### src/hw/rtl/tcprq_pkg.sv
// Shared types and codes for the two-class priority ready queue.
package tcprq_pkg;

    localparam logic [1:0] FUNC_INSERT = 2'd0;
    localparam logic [1:0] FUNC_PICK   = 2'd1;
    localparam logic [1:0] FUNC_CHANGE = 2'd2;

    localparam logic [1:0] ST_DONE    = 2'd0;
    localparam logic [1:0] ST_FULL    = 2'd1;
    localparam logic [1:0] ST_NOCHG   = 2'd2;
    localparam logic [1:0] ST_EMPTY   = 2'd3;

    // Command from controller to datapath.
    typedef struct packed {
        logic load;        // capture input beat
        logic do_insert;   // insert captured item into selected queue
        logic do_pick;     // pop head of selected queue
        logic do_remove;   // remove found entry (first half of change)
        logic do_reins;    // reinsert found task (second half of change)
        logic sel_pinned;  // queue the operation works on
    } tcprq_cmd_t;

    // Status from datapath to controller.
    typedef struct packed {
        logic shared_full;
        logic pinned_full;
        logic shared_empty;
        logic pinned_empty;
        logic hit_shared;
        logic hit_pinned;
        logic same_prio;
    } tcprq_stat_t;

endpackage

### src/hw/rtl/tcprq_queue.sv
// One priority-sorted queue held in a shift-register array with per-entry valid bits.
module tcprq_queue #(
    parameter int DEPTH     = 16,
    parameter int ID_BITS   = 8,
    parameter int PRIO_BITS = 8
) (
    input  logic                         clk,
    input  logic                         rst_n,
    input  logic                         insert,
    input  logic                         ties_after,
    input  logic                         remove,
    input  logic [$clog2(DEPTH)-1:0]     remove_pos,
    input  logic [ID_BITS-1:0]           new_id,
    input  logic [PRIO_BITS-1:0]         new_prio,
    input  logic [ID_BITS-1:0]           find_id,
    output logic                         full,
    output logic                         empty,
    output logic [ID_BITS-1:0]           head_id,
    output logic                         hit,
    output logic [$clog2(DEPTH)-1:0]     hit_pos,
    output logic [PRIO_BITS-1:0]         hit_prio
);
    localparam int PW = $clog2(DEPTH);

    logic [ID_BITS-1:0]   ids_reg   [DEPTH];
    logic [PRIO_BITS-1:0] prios_reg [DEPTH];
    logic [DEPTH-1:0]     vld_reg;
    logic [DEPTH-1:0]     goes_before;
    logic [DEPTH-1:0]     match;

    assign full    = vld_reg[DEPTH-1];
    assign empty   = ~vld_reg[0];
    assign head_id = ids_reg[0];

    always_comb
    begin
        for (int i = 0; i < DEPTH; i++)
        begin
            goes_before[i] = ~vld_reg[i] ||
                (ties_after ? (prios_reg[i] < new_prio) : (prios_reg[i] <= new_prio));
            match[i] = vld_reg[i] && (ids_reg[i] == find_id);
        end
    end

    // Priority encoder: first matching entry from the head.
    always_comb
    begin
        hit      = 1'b0;
        hit_pos  = '0;
        hit_prio = prios_reg[0];
        for (int i = DEPTH-1; i >= 0; i--)
        begin
            if (match[i])
            begin
                hit      = 1'b1;
                hit_pos  = PW'(i);
                hit_prio = prios_reg[i];
            end
        end
    end

    always_ff @(posedge clk or negedge rst_n)
    begin
        if (!rst_n)
        begin
            vld_reg <= '0;
        end
        else if (insert && !full)
        begin
            vld_reg <= {vld_reg[DEPTH-2:0], 1'b1};
        end
        else if (remove)
        begin
            vld_reg <= {1'b0, vld_reg[DEPTH-1:1]};
        end
    end

    // Insert: sorted order means goes_before is monotone; shift the tail down.
    always_ff @(posedge clk)
    begin
        for (int i = 0; i < DEPTH; i++)
        begin
            if (insert && !full)
            begin
                if (goes_before[i])
                begin
                    if (i == 0 || !goes_before[(i == 0) ? 0 : i-1])
                    begin
                        ids_reg[i]   <= new_id;
                        prios_reg[i] <= new_prio;
                    end
                    else
                    begin
                        ids_reg[i]   <= ids_reg[(i == 0) ? 0 : i-1];
                        prios_reg[i] <= prios_reg[(i == 0) ? 0 : i-1];
                    end
                end
            end
            else if (remove)
            begin
                if (PW'(i) >= remove_pos && i < DEPTH-1)
                begin
                    ids_reg[i]   <= ids_reg[(i < DEPTH-1) ? i+1 : i];
                    prios_reg[i] <= prios_reg[(i < DEPTH-1) ? i+1 : i];
                end
            end
        end
    end
endmodule

### src/hw/rtl/tcprq_datapath.sv
// Datapath: input capture and both queues.
module tcprq_datapath #(
    parameter int DEPTH     = 16,
    parameter int ID_BITS   = 8,
    parameter int PRIO_BITS = 8
) (
    input  logic                     clk,
    input  logic                     rst_n,
    input  tcprq_pkg::tcprq_cmd_t    cmd,
    input  logic [7:0]               task_id,
    input  logic [7:0]               priority_req,
    output tcprq_pkg::tcprq_stat_t   stat,
    output logic [7:0]               head_id
);
    import tcprq_pkg::*;

    localparam int PW = $clog2(DEPTH);

    logic [ID_BITS-1:0]   id_reg;
    logic [PRIO_BITS-1:0] prio_reg;
    logic [ID_BITS-1:0]   sh_head, pn_head;
    logic                 sh_hit, pn_hit;
    logic [PW-1:0]        sh_pos, pn_pos;
    logic [PRIO_BITS-1:0] sh_prio, pn_prio;

    always_ff @(posedge clk)
    begin
        if (cmd.load)
        begin
            id_reg   <= task_id[ID_BITS-1:0];
            prio_reg <= priority_req[PRIO_BITS-1:0];
        end
    end

    tcprq_queue #(.DEPTH(DEPTH), .ID_BITS(ID_BITS), .PRIO_BITS(PRIO_BITS)) u_shared (
        .clk, .rst_n,
        .insert     ((cmd.do_insert || cmd.do_reins) && !cmd.sel_pinned),
        .ties_after (1'b0),
        .remove     ((cmd.do_pick || cmd.do_remove) && !cmd.sel_pinned),
        .remove_pos (cmd.do_pick ? PW'(0) : sh_pos),
        .new_id     (id_reg),
        .new_prio   (prio_reg),
        .find_id    (id_reg),
        .full       (stat.shared_full),
        .empty      (stat.shared_empty),
        .head_id    (sh_head),
        .hit        (sh_hit),
        .hit_pos    (sh_pos),
        .hit_prio   (sh_prio)
    );

    tcprq_queue #(.DEPTH(DEPTH), .ID_BITS(ID_BITS), .PRIO_BITS(PRIO_BITS)) u_pinned (
        .clk, .rst_n,
        .insert     ((cmd.do_insert || cmd.do_reins) && cmd.sel_pinned),
        .ties_after (1'b1),
        .remove     ((cmd.do_pick || cmd.do_remove) && cmd.sel_pinned),
        .remove_pos (cmd.do_pick ? PW'(0) : pn_pos),
        .new_id     (id_reg),
        .new_prio   (prio_reg),
        .find_id    (id_reg),
        .full       (stat.pinned_full),
        .empty      (stat.pinned_empty),
        .head_id    (pn_head),
        .hit        (pn_hit),
        .hit_pos    (pn_pos),
        .hit_prio   (pn_prio)
    );

    assign stat.hit_shared = sh_hit;
    assign stat.hit_pinned = pn_hit;
    assign stat.same_prio  = sh_hit ? (sh_prio == prio_reg) : (pn_prio == prio_reg);
    assign head_id = 8'(stat.shared_empty ? pn_head : sh_head);
endmodule

### src/hw/rtl/tcprq_ctrl.sv
// Controller: sequences each beat and holds the result register.
module tcprq_ctrl (
    input  logic                     clk,
    input  logic                     rst_n,
    input  logic                     in_valid,
    output logic                     in_stall,
    input  logic [1:0]               func,
    input  logic                     pinned,
    output logic                     out_valid,
    input  logic                     out_stall,
    output tcprq_pkg::tcprq_cmd_t    cmd,
    input  tcprq_pkg::tcprq_stat_t   stat,
    input  logic [7:0]               head_id,
    output logic                     picked_valid,
    output logic [7:0]               picked_id,
    output logic                     picked_from_pinned,
    output logic [1:0]               status,
    output logic                     any_ready
);
    import tcprq_pkg::*;

    localparam logic [1:0] S_IDLE = 2'd0;
    localparam logic [1:0] S_EXEC = 2'd1;
    localparam logic [1:0] S_REIN = 2'd2;

    logic [1:0] state_reg, state_next;
    logic [1:0] func_reg;
    logic       pin_reg;
    logic       out_valid_reg;
    logic       busy_done;
    logic       hit_any;

    assign hit_any  = stat.hit_shared || stat.hit_pinned;
    assign in_stall = (state_reg != S_IDLE) || (out_valid_reg && out_stall);
    assign out_valid = out_valid_reg;
    assign any_ready = !stat.shared_empty || !stat.pinned_empty;

    always_comb
    begin
        cmd        = '0;
        cmd.load   = (state_reg == S_IDLE) && in_valid && !in_stall;
        state_next = state_reg;
        busy_done  = 1'b0;
        case (state_reg)
            S_IDLE:
            begin
                if (cmd.load)
                begin
                    state_next = S_EXEC;
                end
            end
            S_EXEC:
            begin
                busy_done = 1'b1;
                state_next = S_IDLE;
                case (func_reg)
                    FUNC_INSERT:
                    begin
                        cmd.do_insert  = 1'b1;
                        cmd.sel_pinned = pin_reg;
                    end
                    FUNC_PICK:
                    begin
                        cmd.do_pick    = 1'b1;
                        cmd.sel_pinned = stat.shared_empty;
                    end
                    FUNC_CHANGE:
                    begin
                        cmd.sel_pinned = !stat.hit_shared;
                        if (hit_any && !stat.same_prio)
                        begin
                            cmd.do_remove = 1'b1;
                            busy_done     = 1'b0;
                            state_next    = S_REIN;
                        end
                    end
                    default:
                    begin
                    end
                endcase
            end
            S_REIN:
            begin
                cmd.do_reins   = 1'b1;
                cmd.sel_pinned = pin_reg;
                busy_done      = 1'b1;
                state_next     = S_IDLE;
            end
            default:
            begin
                state_next = S_IDLE;
            end
        endcase
    end

    always_ff @(posedge clk or negedge rst_n)
    begin
        if (!rst_n)
        begin
            state_reg     <= S_IDLE;
            out_valid_reg <= 1'b0;
        end
        else
        begin
            state_reg <= state_next;
            if (busy_done)
            begin
                out_valid_reg <= 1'b1;
            end
            else if (!out_stall)
            begin
                out_valid_reg <= 1'b0;
            end
        end
    end

    always_ff @(posedge clk)
    begin
        if (cmd.load)
        begin
            func_reg <= func;
            pin_reg  <= pinned;
        end
        else if (state_reg == S_EXEC)
        begin
            pin_reg <= !stat.hit_shared;
        end
        if (state_reg == S_EXEC)
        begin
            picked_valid       <= 1'b0;
            picked_id          <= '0;
            picked_from_pinned <= 1'b0;
            status             <= ST_NOCHG;
            case (func_reg)
                FUNC_INSERT:
                begin
                    status <= (pin_reg ? stat.pinned_full : stat.shared_full) ? ST_FULL
                                                                              : ST_DONE;
                end
                FUNC_PICK:
                begin
                    if (stat.shared_empty && stat.pinned_empty)
                    begin
                        status <= ST_EMPTY;
                    end
                    else
                    begin
                        picked_valid       <= 1'b1;
                        picked_id          <= head_id;
                        picked_from_pinned <= stat.shared_empty;
                        status             <= ST_DONE;
                    end
                end
                FUNC_CHANGE:
                begin
                    status <= (hit_any && !stat.same_prio) ? ST_DONE : ST_NOCHG;
                end
                default:
                begin
                end
            endcase
        end
    end
endmodule

### src/hw/rtl/two_class_priority_ready_queue_top.sv
// Top level of the two-class priority ready queue.
// Holds a shared queue (equal priorities last in, first out) and a pinned queue (equal
// priorities first in, first out), each QUEUE_DEPTH entries kept sorted in shift registers.
// A beat is captured in S_IDLE and run in S_EXEC; a priority change that moves a task also
// runs S_REIN (remove, then reinsert); a beat is taken only while the block is idle and the
// result register is free. any_ready reflects the queues at the time the result is read.
module two_class_priority_ready_queue_top #(
    parameter int QUEUE_DEPTH = 16,
    parameter int ID_BITS     = 8,
    parameter int PRIO_BITS   = 8
) (
    input  logic       clk,
    input  logic       rst_n,
    input  logic       in_valid,
    output logic       in_stall,
    input  logic [1:0] func,
    input  logic [7:0] task_id,
    input  logic [7:0] priority_req,
    input  logic       pinned,
    output logic       out_valid,
    input  logic       out_stall,
    output logic       picked_valid,
    output logic [7:0] picked_id,
    output logic       picked_from_pinned,
    output logic [1:0] status,
    output logic       any_ready
);
    import tcprq_pkg::*;

    tcprq_cmd_t  cmd;
    tcprq_stat_t stat;
    logic [7:0]  head_id;

    tcprq_ctrl u_ctrl (
        .clk, .rst_n, .in_valid, .in_stall, .func, .pinned, .out_valid, .out_stall,
        .cmd, .stat, .head_id, .picked_valid, .picked_id, .picked_from_pinned,
        .status, .any_ready
    );

    tcprq_datapath #(.DEPTH(QUEUE_DEPTH), .ID_BITS(ID_BITS), .PRIO_BITS(PRIO_BITS)) u_dp (
        .clk, .rst_n, .cmd, .task_id, .priority_req, .stat, .head_id
    );
endmodule
### config.mk
export PLATFORM = sky130hd
export DESIGN_NAME = two_class_priority_ready_queue_top
export DESIGN_NICKNAME = d
export VERILOG_FILES = /design/src/hw/rtl/tcprq_pkg.sv /design/src/hw/rtl/tcprq_queue.sv /design/src/hw/rtl/tcprq_datapath.sv /design/src/hw/rtl/tcprq_ctrl.sv /design/src/hw/rtl/two_class_priority_ready_queue_top.sv
export SDC_FILE = /design/constraint.sdc
export NUM_CORES = 2
export LEC_CHECK = 0
export ABC_AREA = 1
export BUFFER_PORTS_ARGS = -buffer_cell sky130_fd_sc_hd__buf_2
export CORE_MARGIN = 5
export CORE_UTILIZATION = 55
export CTS_BUF_LIST = sky130_fd_sc_hd__clkbuf_2
export DETAILED_ROUTE_END_ITERATION = 8
export GPL_TIMING_DRIVEN = 0
export PLACE_DENSITY = 0.71
export SETUP_SLACK_MARGIN = 0.05
export SLEW_MARGIN = 0
export SYNTH_ARGS = -nofsm -noshare
export SYNTH_HDL_FRONTEND = slang
export SYNTH_HIERARCHICAL = 1
export SYNTH_SLANG_ARGS = --single-unit
### constraint.sdc
create_clock -name clk -period 6.3 [get_ports clk]
set_clock_uncertainty 0.15 [all_clocks]
set_input_delay 1.89 -clock clk [delete_from_list [all_inputs] [get_ports clk]]
set_output_delay 1.89 -clock clk [all_outputs]
set_load 0.005 [all_outputs]
==> results.py <==
metrics = {
    "outcome": {
        "status": "finished with violations",
        "failed_checks": "max-capacitance violations, max-slew violations",
    },
    "placement": {
        "finalWeightedCongestion": 1.046,
        "portBuffers": 37,
        "dpl.hpwl_um": 140400,
        "post-place-ws_ns": -2.302,
    },
    "global_route": {
        "grt_pass1_wl_um": 268200,
        "grt_overflow_total": 0,
        "grt_pass1_vias": 41001,
        "track_usage": 0.4408,
        "grt_max_degree": 36,
        "antenna_found_initial": 15,
    },
    "routing": {
        "dr.pass1.iters": 7,
        "routed_wl_um": 190300,
        "drtAntennaViolNets": 0,
        "drtIter0Drc": 7566,
        "wire_per_inst_um": 27.45,
        "vias": 45546,
        "drc": 0,
        "post_drt_via_cell_ratio": 6.571,
    },
    "die": {
        "pin_count": 38,
        "fp-row-count": 101,
        "die-width_um": 287.5,
        "die_height_um": 287.5,
        "core_area_um2": 76200,
        "start_util": 0.5558,
        "die_area_um2": 82650,
    },
    "sta": {
        "hold_ws_ns": 0.3768,
        "setup_violations": 0,
        "setup_ws_ns": 0.04005,
        "period_minus_slack_ns": 6.260,
        "setup_tns_ns": 0,
        "fmax_mhz": 159.7,
        "finalMaxSlewViolations": 11,
        "finalHoldViolations": 0,
        "min_period_over_period": 0.9936,
        "worstMarginPinSlew_ns": 1.539,
        "slew_headroom": -0.02607,
        "rsz0062_at_grt": "yes",
    },
    "layout": {
        "drive_gt1_frac": 0.1750,
        "nFillCells": 6940,
        "area_growth_pct": 16.05,
        "fin_nets": 6038,
        "final_cell_mix": "nand2_1 (1123), o21ai_0 (652), inv_1 (583), edfxtp_1 (543), a21oi_1 (377)",
        "final_common_cell": "nand2_1",
    },
    "cts": {
        "clock_sinks": 578,
        "root_buffer": "clkbuf_2",
        "cts_buffer_depth": 3,
        "clkLatencyLatePin_ns": 1.42,
        "h-tree-depth": 4,
        "cts.reportedPaths.clkPinSlew_ns": 0.09,
        "cts_buffers": 163,
        "hold_buffers": 0,
        "cts_tree": "done",
    },
    "worst_setup_path": {
        "cp-start-kind": "register",
        "reg2reg_slack_ns": 0.04,
        "required_ns": 7.24,
        "path_max_fanout": 25,
        "cp-end-kind": "register",
        "critical_path_arrival_ns": 7.20,
        "critPathSlowestCell": "edfxtp_1",
        "crit_type": "register to register",
        "critPathMaxStageDelay_ns": 0.43,
    },
    "power_and_ir_drop": {
        "power_density_nw_per_um2": 334.1,
        "vdd_drop_max_mv": 0.2247,
        "p_leak_nw": 21.29,
    },
    "run": {
        "max-cap-violations": 1,
    },
    "synth": {
        "synthXorXnorAreaFrac": 0.01241,
        "yosysWarningCount": 6,
        "synth.avg_cell_area_um2": 7.856,
        "synthSimpleGateAreaFrac": 0.1952,
        "synth_edf_count": 543,
        "post_synth_fa_ha_maj_area_fraction": 0.07209,
        "synth_top_family_by_area": "compound AO/OA/AOI/OAI gates",
        "synth_seq_area_share": 0.4057,
        "syn_area_um2": 42350,
        "syn_inst": 5391,
        "synth_compound_area_frac": 0.2173,
        "ys_seq_elements": 578,
        "yosys.area.top_type": "edfxtp_1",
        "ys_types": 67,
        "synth_top_area_frac": 0.3850,
        "synthArstFlopShare": 0.06055,
        "synthFlopType": "edfxtp_1",
        "synth_top_cells_by_area": "edfxtp_1 (39%), nand2_1 (12%), o21ai_0 (8.0%)",
        "synth_mux_area_frac": 0.002393,
    },
    "hold_path": {
        "min_path_type": "register to register",
    },
}
==> layout make-up <==
cell class,instances,area (µm²),area share
Tap cell,1030,1289,0.02622
Inverter,648,2516,0.05120
Buffer,302,2029,0.04129
Clock inverter,55,370.4,0.007536
Multi-Input combinational cell,3874,22520,0.4583
Clock buffer,232,1161,0.02363
Timing Repair Buffer,204,2056,0.04183
Antenna cell,8,20.02,0.0004073
Sequential cell,578,17180,0.3496
==> Yosys cell counts, types with 16 or more instances <==
library cell,count
ha_1,244
a31oi_1,18
o221ai_1,50
inv_1,594
o211ai_1,232
buf_4,41
xor2_1,31
nor3_1,33
nand2_1,1302
nand4_1,44
buf_1,25
nand3_1,196
nor2_1,284
xnor2_1,29
nor4_1,19
dfrtp_1,35
o22ai_1,56
a211oi_1,16
o311ai_0,16
inv_2,42
o21ai_1,59
buf_2,27
edfxtp_1,543
buf_6,31
o21ai_0,676
o21a_1,19
a21oi_1,386
clkbuf_1,181
==> path summary, 6_finish.rpt <==
kind	from	end	cells after the start
max	u_dp/id_reg[5]	u_dp/u_pinned/prios_reg[0][9]	30
min in group asynchronous	rst_n	u_dp/u_shared/vld_reg[14]	1
min reg2reg	u_ctrl/out_valid	u_ctrl/out_valid	2
max in group asynchronous	rst_n	u_dp/u_shared/vld_reg[2]	1
min	u_ctrl/out_valid	u_ctrl/out_valid	2
max reg2reg	u_dp/id_reg[5]	u_dp/u_pinned/prios_reg[0][9]	30
==> logic make-up (layout without fill, tap and decap cells) <==
kind of cell    Yosys count  count (layout)
buf+inv                 953            1441
fa+ha+maj               244             244
simple gates           1957            1963
mux                       9               9
other cells               2              18
xor+xnor                 60              60
compound gates         1588            1588
flops                   578             578
==> metrics by stage <==
stage	instances	instance area (µm²)	utilization	power, mW
after detailed placement	6482	44270	0.5809	12.46
final	6931	49150	0.6450	16.42
after CTS	6842	47180	0.6192	15.68
after global routing	6924	49130	0.6447	17.09
after floorplan	5399	42380	-	9.920
after global placement	6466	43850	0.5755	12.25
==> power breakdown <==
part	internal, mW	switching [mW]	total [mW]	leakage [nW]
sequential	5.44	0.954	6.40	5.46
combinational	2.29	4.72	7.01	14.7
clock	1.20	1.81	3.01	1.14
==> metal layers <==
layer,share of wire,wire length (µm),vias up,global-route usage
li1,-,-,19682,-
met1,0.37,71020,21216,0.6136
met2,0.38,72870,3903,0.5886
met3,0.18,34890,725,0.1847
met4,0.059,11240,20,0.2122
met5,0.0013,255,-,0.007738
==> repair_timing <==
item,in CTS,in global routing
setup endpoints to repair,1044,980
resized for setup,220,413
pin swaps,40,104
setup buffers,68,80
gates cloned,6,3
==> worst max-delay path: cells and delay by family, from the launching register on <==
kind	cells	cell delay [ns]
compound gates	5	0.90
buf+inv	14	2.62
flops	1	0.43
simple gates	11	1.80
Note: power is estimated with default switching activity, not from simulation.
